File: src/rtl/cst_pkg.sv
// Shared types and constants for the client session table.
`timescale 1ns / 1ps
`default_nettype none

package cst_pkg;

    // Widths of the item fields.
    localparam int ADDR_W  = 32;
    localparam int PORT_W  = 16;
    localparam int TIME_W  = 32;
    localparam int TOUT_W  = 16;
    localparam int SLOT_W  = 4;
    localparam int MSG_W   = 2;
    localparam int MASK_W  = 10;

    // Timeout after reset, in seconds.
    localparam logic [TOUT_W-1:0] TIMEOUT_RESET = 16'd10;

    // Result codes.
    typedef enum logic [1:0] {
        ACT_ACCEPTED = 2'd0,
        ACT_GOODBYE  = 2'd1,
        ACT_REFUSED  = 2'd2,
        ACT_TICK     = 2'd3
    } t_action;

    // Command broadcast from the controller to every cell.
    typedef struct packed {
        logic              eval;
        logic              commit;
        logic              op;
        logic [ADDR_W-1:0] addr;
        logic [PORT_W-1:0] port;
        logic [TIME_W-1:0] now;
        logic [TOUT_W-1:0] timeout;
    } t_cmd;

    // Flags handed from one cell to the next, lowest slot first.
    typedef struct packed {
        logic hit_seen;
        logic free_seen;
    } t_chain;

endpackage

`default_nettype wire

File: src/rtl/cst_cell.sv
// One session slot of the table with its compare logic and chain links.
`timescale 1ns / 1ps
`default_nettype none

module cst_cell
    import cst_pkg::*;
#(
    parameter int IW       = 4,
    parameter int CELL_IDX = 0
) (
    input  wire logic          i_clk,
    input  wire logic          i_rst_n,
    input  wire t_cmd          i_cmd,
    input  wire logic          i_any_hit,
    input  wire t_chain        i_chain,
    input  wire logic [IW-1:0] i_hit_idx,
    input  wire logic [IW-1:0] i_free_idx,
    output t_chain             o_chain,
    output logic      [IW-1:0] o_hit_idx,
    output logic      [IW-1:0] o_free_idx,
    output logic               o_sel,
    output logic               o_exp
);

    logic              r_valid;
    logic [ADDR_W-1:0] r_addr;
    logic [PORT_W-1:0] r_port;
    logic [TIME_W-1:0] r_time;
    logic              r_hit;
    logic              r_free;
    logic              r_exp;
    logic [TIME_W-1:0] w_age;
    logic              w_sel_hit;
    logic              w_sel_free;

    // Compare stage: match, free and expiry flags from the stored entry.
    assign w_age = i_cmd.now - r_time;

    always_ff @(posedge i_clk) begin
        if (i_cmd.eval) begin
            r_hit  <= r_valid && !i_cmd.op && (r_addr == i_cmd.addr)
                      && (r_port == i_cmd.port);
            r_free <= !r_valid && !i_cmd.op;
            r_exp  <= r_valid && i_cmd.op && (w_age >= TIME_W'(i_cmd.timeout));
        end
    end

    // Only the lowest matching slot, or failing that the lowest free one, is chosen.
    assign w_sel_hit  = r_hit && !i_chain.hit_seen;
    assign w_sel_free = r_free && !i_chain.free_seen && !i_any_hit;

    assign o_chain.hit_seen  = i_chain.hit_seen | r_hit;
    assign o_chain.free_seen = i_chain.free_seen | r_free;
    assign o_hit_idx  = w_sel_hit ? IW'(CELL_IDX) : i_hit_idx;
    assign o_free_idx = (r_free && !i_chain.free_seen) ? IW'(CELL_IDX) : i_free_idx;
    assign o_sel      = w_sel_hit | w_sel_free;
    assign o_exp      = r_exp;

    // Valid mark: cleared by goodbye or expiry, set by a new session.
    always_ff @(posedge i_clk) begin
        if (!i_rst_n) begin
            r_valid <= 1'b0;
        end else if (i_cmd.commit) begin
            if (i_cmd.op) begin
                if (r_exp) begin
                    r_valid <= 1'b0;
                end
            end else if (w_sel_hit) begin
                r_valid <= 1'b0;
            end else if (w_sel_free) begin
                r_valid <= 1'b1;
            end
        end
    end

    // Session contents are written only when the slot is allocated.
    always_ff @(posedge i_clk) begin
        if (i_cmd.commit && !i_cmd.op && w_sel_free) begin
            r_addr <= i_cmd.addr;
            r_port <= i_cmd.port;
            r_time <= i_cmd.now;
        end
    end

endmodule

`default_nettype wire

File: src/rtl/client_session_table_with_timeout_top.sv
// Top level of the client session table with idle timeout.
//
//  Channel  | Direction | Handshake                    | Payload
//  ---------+-----------+------------------------------+-----------------------------------
//  s_axis   | in        | s_axis_tvalid / s_axis_tready| tuser: operation; tdata: address,
//           |           |                              | port, current time
//  m_axis   | out       | m_axis_tvalid / m_axis_tready| tuser: action; tdata: slot,
//           |           |                              | message index, expired mask
//  cfg      | in        | i_cfg_valid / o_cfg_ready    | timeout in seconds
//
//  Each item passes through a compare state, in which every cell compares its entry
//  with the item, and then an update state, in which the chain of cells picks the lowest
//  slot and the table updates. A following item is taken in the same cycle as the update.
//  Reset clears all valid marks at once; no clearing pass is needed. While the result
//  register is full and not taken, the update cycle waits.
`timescale 1ns / 1ps
`default_nettype none

module client_session_table_with_timeout_top
    import cst_pkg::*;
#(
    parameter int TABLE_ENTRIES = 10
) (
    input  wire logic                      i_clk,
    input  wire logic                      i_rst_n,
    input  wire logic                      s_axis_tvalid,
    output logic                           s_axis_tready,
    // [31:0] source_address, [47:32] source_port, [79:48] current_time
    input  wire logic [79:0]               s_axis_tdata,
    // [0] operation
    input  wire logic                      s_axis_tuser,
    output logic                           m_axis_tvalid,
    input  wire logic                      m_axis_tready,
    // [3:0] slot_index, [5:4] message_index, [15:6] expired_mask
    output logic [15:0]                    m_axis_tdata,
    // [1:0] action
    output logic [1:0]                     m_axis_tuser,
    input  wire logic                      i_cfg_valid,
    output logic                           o_cfg_ready,
    input  wire logic [TOUT_W-1:0]         i_cfg_data
);

    localparam int IW = (TABLE_ENTRIES > 1) ? $clog2(TABLE_ENTRIES) : 1;

    typedef enum logic [2:0] {
        ST_IDLE   = 3'b001,
        ST_EVAL   = 3'b010,
        ST_COMMIT = 3'b100
    } t_state;

    t_state            r_state;
    t_state            n_state;
    logic              r_op;
    logic [ADDR_W-1:0] r_addr;
    logic [PORT_W-1:0] r_port;
    logic [TIME_W-1:0] r_now;
    logic [TOUT_W-1:0] r_timeout;
    logic              r_out_valid;
    t_action           r_out_action;
    logic [SLOT_W-1:0] r_out_slot;
    logic [MSG_W-1:0]  r_out_msg;
    logic [MASK_W-1:0] r_out_mask;

    logic              w_accept;
    logic              w_commit;
    t_cmd              w_cmd;
    t_chain            w_chain    [0:TABLE_ENTRIES];
    logic [IW-1:0]     w_hit_idx  [0:TABLE_ENTRIES];
    logic [IW-1:0]     w_free_idx [0:TABLE_ENTRIES];
    logic [TABLE_ENTRIES-1:0] w_sel;
    logic [TABLE_ENTRIES-1:0] w_exp;
    logic              w_any_hit;
    logic              w_any_free;
    t_action           w_action;
    logic [SLOT_W-1:0] w_slot;

    // Handshakes: the update cycle waits for room in the result register.
    assign w_commit      = (r_state == ST_COMMIT) && (!r_out_valid || m_axis_tready);
    assign s_axis_tready = (r_state == ST_IDLE) || w_commit;
    assign w_accept      = s_axis_tvalid && s_axis_tready;
    assign o_cfg_ready   = 1'b1;

    // Sequencer.
    always_comb begin
        n_state = r_state;
        case (r_state)
            ST_IDLE:   if (w_accept) n_state = ST_EVAL;
            ST_EVAL:   n_state = ST_COMMIT;
            ST_COMMIT: begin
                if (w_commit) begin
                    n_state = w_accept ? ST_EVAL : ST_IDLE;
                end
            end
            default:   n_state = ST_IDLE;
        endcase
    end

    always_ff @(posedge i_clk) begin
        if (!i_rst_n) begin
            r_state <= ST_IDLE;
        end else begin
            r_state <= n_state;
        end
    end

    // Timeout register.
    always_ff @(posedge i_clk) begin
        if (!i_rst_n) begin
            r_timeout <= TIMEOUT_RESET;
        end else if (i_cfg_valid && o_cfg_ready) begin
            r_timeout <= i_cfg_data;
        end
    end

    // Item register.
    always_ff @(posedge i_clk) begin
        if (w_accept) begin
            r_op   <= s_axis_tuser;
            r_addr <= s_axis_tdata[31:0];
            r_port <= s_axis_tdata[47:32];
            r_now  <= s_axis_tdata[79:48];
        end
    end

    // Command broadcast to the cells.
    always_comb begin
        w_cmd.eval    = (r_state == ST_EVAL);
        w_cmd.commit  = w_commit;
        w_cmd.op      = r_op;
        w_cmd.addr    = r_addr;
        w_cmd.port    = r_port;
        w_cmd.now     = r_now;
        w_cmd.timeout = r_timeout;
    end

    // Row of cells, slot 0 at the head of the chain.
    assign w_chain[0]    = '0;
    assign w_hit_idx[0]  = '0;
    assign w_free_idx[0] = '0;
    assign w_any_hit     = w_chain[TABLE_ENTRIES].hit_seen;
    assign w_any_free    = w_chain[TABLE_ENTRIES].free_seen;

    for (genvar g = 0; g < TABLE_ENTRIES; g++) begin : g_cell
        cst_cell #(
            .IW       (IW),
            .CELL_IDX (g)
        ) u_cell (
            .i_clk      (i_clk),
            .i_rst_n    (i_rst_n),
            .i_cmd      (w_cmd),
            .i_any_hit  (w_any_hit),
            .i_chain    (w_chain[g]),
            .i_hit_idx  (w_hit_idx[g]),
            .i_free_idx (w_free_idx[g]),
            .o_chain    (w_chain[g+1]),
            .o_hit_idx  (w_hit_idx[g+1]),
            .o_free_idx (w_free_idx[g+1]),
            .o_sel      (w_sel[g]),
            .o_exp      (w_exp[g])
        );
    end

    // Result of the item from the end of the chain.
    always_comb begin
        if (r_op) begin
            w_action = ACT_TICK;
            w_slot   = '0;
        end else if (w_any_hit) begin
            w_action = ACT_GOODBYE;
            w_slot   = SLOT_W'(w_hit_idx[TABLE_ENTRIES]);
        end else if (w_any_free) begin
            w_action = ACT_ACCEPTED;
            w_slot   = SLOT_W'(w_free_idx[TABLE_ENTRIES]);
        end else begin
            w_action = ACT_REFUSED;
            w_slot   = '0;
        end
    end

    // Result register.
    always_ff @(posedge i_clk) begin
        if (!i_rst_n) begin
            r_out_valid <= 1'b0;
        end else if (w_commit) begin
            r_out_valid <= 1'b1;
        end else if (m_axis_tready) begin
            r_out_valid <= 1'b0;
        end
    end

    always_ff @(posedge i_clk) begin
        if (w_commit) begin
            r_out_action <= w_action;
            r_out_slot   <= w_slot;
            r_out_msg    <= (w_action == ACT_ACCEPTED) ? w_slot[MSG_W-1:0] : '0;
            r_out_mask   <= r_op ? MASK_W'(w_exp) : '0;
        end
    end

    assign m_axis_tvalid = r_out_valid;
    assign m_axis_tuser  = r_out_action;
    assign m_axis_tdata  = {r_out_mask, r_out_msg, r_out_slot};

    // At most one slot is chosen in an update.
    a_one_slot: assert property (@(posedge i_clk) disable iff (!i_rst_n)
        w_commit |-> $onehot0(w_sel))
        else $error("more than one slot chosen");

    // A finished update always leaves a result behind.
    a_result_loaded: assert property (@(posedge i_clk) disable iff (!i_rst_n)
        w_commit |=> r_out_valid)
        else $error("result lost after update");

    // Tick results carry no slot or greeting.
    a_tick_fields: assert property (@(posedge i_clk) disable iff (!i_rst_n)
        (r_out_valid && (r_out_action == ACT_TICK)) |-> (r_out_slot == '0 && r_out_msg == '0))
        else $error("tick result with slot or greeting");

    // Packet results carry no expiry mask.
    a_packet_mask: assert property (@(posedge i_clk) disable iff (!i_rst_n)
        (r_out_valid && (r_out_action != ACT_TICK)) |-> (r_out_mask == '0))
        else $error("packet result with expiry mask");

endmodule

`default_nettype wire
File: config.mk
export PLATFORM = sky130hd
export DESIGN_NAME = client_session_table_with_timeout_top
export DESIGN_NICKNAME = d
export VERILOG_FILES = /design/src/rtl/cst_pkg.sv /design/src/rtl/cst_cell.sv /design/src/rtl/client_session_table_with_timeout_top.sv
export SDC_FILE = /design/constraint.sdc
export NUM_CORES = 2
export LEC_CHECK = 0
export BUFFER_PORTS_ARGS = -buffer_cell sky130_fd_sc_hd__buf_4
export CAP_MARGIN = 25
export CORE_MARGIN = 3
export CORE_UTILIZATION = 60
export DETAILED_ROUTE_END_ITERATION = 16
export PLACE_DENSITY = 0.79
export SYNTH_ARGS = -nofsm -noshare
export SYNTH_HDL_FRONTEND = slang
export SYNTH_HIERARCHICAL = 1
export SYNTH_SLANG_ARGS = --single-unit
File: constraint.sdc
create_clock -name i_clk -period 14 [get_ports i_clk]
set_input_delay 0.7 -clock i_clk [delete_from_list [all_inputs] [get_ports i_clk]]
set_output_delay 0.7 -clock i_clk [all_outputs]
set_load 0.02 [all_outputs]
==> results.yml <==
run_status:
  outcome: "finished, final reports clean"
finish:
  nFillCells: 7325
  layout.cells.non_filler: 7173
  drive_above_1_share: 0.0871
  nets: 6389
  seq_area_mm2: 0.0285
  finalCoreUtilization: 0.675
  areaGrowthSynthToFinish_pct: 10.6
  postLayoutCellArea_mm2: 0.0659
  multi_input_area_mm2: 0.0282
critical_path:
  critical_path_peak_fanout: 20
  crit_slowest_cell: "edfxtp_1"
  critical_path_class: "reg -> reg"
  start_kind: "register"
  worstPathArrival_ns: 5.74
  crit_family: "compound AO/OA/AOI/OAI gates"
  crit_path_end_kind: "register"
  worstPathCellList: "inv_1 -> ha_1 -> fa_1 -> nand2b_1 -> a21oi_1 -> o21ai_1 -> a21o_1 -> nand2_1 -> xor2_1 -> ha_1 -> o21ai_0 -> nor2_1 -> a211o_1 -> nor3_2 -> o211ai_1 -> a2111oi_2 -> nand4_1 -> nor4_1 -> a41oi_1"
  crit_cells: 19
  cpPeakStageDelay_ns: 0.89
  ff2ff_path_depth: 19
  cpMostUsedCell: "ha_1"
  crit_buf_inv: 1
  required_ns: 14.39
placement:
  io_buffer_count: 121
  dp.cells: 6976
  place_hpwl_mm: 112
  gp_congestion: 0.968
  pre_cts_slack_ns: 8.76
  placed_area_mm2: 0.0625
floorplanning:
  start_util: 0.611
  die_area_mm2: 0.103
  die_w_um: 321
  die_y_um: 321
  num_rows: 114
  ios: 123
  core_area_mm2: 0.0976
sta:
  skew_ns: 0.0280
  tightest_slew_ns: 1.15
  max_slew_margin: 0.231
  hold_viol_final: 0
  rsz0062_at_grt: "no"
  holdWs_ns: 0.185
  setup_viol: 0
  finalCritPeriodShare: 0.382
  drv_slew: 0
  period_needed_ns: 5.35
  setup_tns_ns: 0
  fmax_mhz: 187
  fin_ws_ns: 8.65
clock_tree:
  cts_tree: "done"
  cts_hold_buf: 0
  clkSlewWorstSetupHoldPaths_ns: 0.06
  clock-sinks: 959
  h-tree-depth: 3
  clock_latency_ns: 0.70
  cts_buffers: 100
  postCtsResizedCells: 0
  cts_root_buffer: "clkbuf_16"
  cts_setup_buffers: 0
  clockBufferDepth: 3
routing:
  drcViolationCount: 0
  wl_per_cell_um: 22.8
  drt_wl_total_mm: 163
  drt_iter0_drc: 3979
  first_pass_iters: 6
  via_count: 44636
  ant_nets: 0
  via_per_inst: 6.22
global_route:
  grt_remaining_overflow: 0
  grt_pass1_vias: 42859
  grtUsageTotal: 0.310
  grt_max_degree: 82
  antenna_found_initial: 5
  grt_pass1_wl_mm: 247
power_and_ir_drop:
  power.leakage_nw: 25.6
  power_mw: 6.96
  p_comb_frac: 0.154
  p_int_mw: 5.11
  clock_power_share: 0.381
  p_seq_frac: 0.465
  p_per_area_mw_per_mm2: 106
  p_switching_mw: 1.85
  peakVddDrop_uv: 120
  swShare: 0.266
logic_synthesis:
  synth_warnings: 6
  syn_area_per_cell_um2: 10.7
  syn_inst: 5565
  synthesis.area_mm2: 0.0596
min_path:
  hold_class: "in -> reg"
  hold_depth: 1
flow_run:
  cap_violations: 0
[sequential cells by signal (all words and copies together), names as in the netlist, 3 cells and up]
name,count
r_addr,32
g_cell.u_cell/o_exp,10
r_now,32
r_port,16
r_state,3
r_out_slot,4
g_cell.u_cell/r_time,320
g_cell.u_cell/r_port,160
g_cell.u_cell/r_free,10
g_cell.u_cell/r_valid,10
g_cell.u_cell/r_hit,10
g_cell.u_cell/r_addr,320
r_timeout,16
r_out_mask,10
[per-layer routing]
| layer | vias up | track usage | routed length (um) |
|---|---|---|---|
| li1 | 20947 | - | - |
| met2 | 1827 | 0.506 | 75800 |
| met4 | 2 | 0.152 | 8390 |
| met1 | 21454 | 0.408 | 66500 |
| met3 | 406 | 0.0472 | 12500 |
| met5 | - | 0 | 11 |
[layout make-up]
cell class | instances | share of cell area
Timing Repair Buffer | 219 | 0.0270
Clock buffer | 131 | 0.0410
Inverter | 662 | 0.0377
Multi-Input combinational cell | 3865 | 0.428
Antenna cell | 7 | 0.000266
Clock inverter | 54 | 0.00893
Tap cell | 1276 | 0.0242
Sequential cell | 959 | 0.433
[worst reg2reg max path, delay by kind of cell (launching register included)]
family          cells  cell delay, ns
compound gates      8            1.90
simple gates        6            1.06
fa+ha+maj           3            0.93
flops               1            0.89
xor+xnor            1            0.16
buf+inv             1            0.13
[cell usage in the layout, fill, tap and decap left out, drive strengths merged, types with 31 or more instances in the layout]
| master | instances |
|---|---|
| edfxtp | 929 |
| inv | 662 |
| ha | 470 |
| a21oi | 444 |
| xor2 | 405 |
| o21ai | 272 |
| nand2 | 267 |
| nor2 | 222 |
| buf | 219 |
| xnor2 | 216 |
| nand4 | 139 |
| nor4 | 136 |
| clkbuf | 131 |
| a21o | 127 |
| nand3 | 115 |
| nand2b | 96 |
| nor3 | 83 |
| and2 | 75 |
| nor2b | 63 |
| o21a | 62 |
| o211ai | 56 |
| or2 | 48 |
| a211oi | 46 |
| o2111ai | 45 |
| clkinv | 36 |
| mux2i | 31 |
[power groups by stage]
stage          sequential [mW]  combinational (mW)  clock [mW]
2_1_floorplan             3.32               0.689           0
3_3_place_gp              3.30                1.01           0
3_5_place_dp              3.30                1.04           0
4_1_cts                   3.24                1.05        2.69
5_1_grt                   3.24                1.18        2.81
6_report                  3.24                1.07        2.65
[worst paths after layout]
| kind | startpoint | to | slack, ns |
|---|---|---|---|
| max reg2reg | r_now[0] | g_cell[1].u_cell/o_exp | 8.65 |
| min reg2reg | g_cell[0].u_cell/r_valid | g_cell[0].u_cell/r_valid | 0.50 |
| min | s_axis_tdata[22] | r_addr[22] | 0.19 |
| max | r_now[0] | g_cell[1].u_cell/o_exp | 8.65 |
Note: power is estimated with default switching activity, not from simulation.
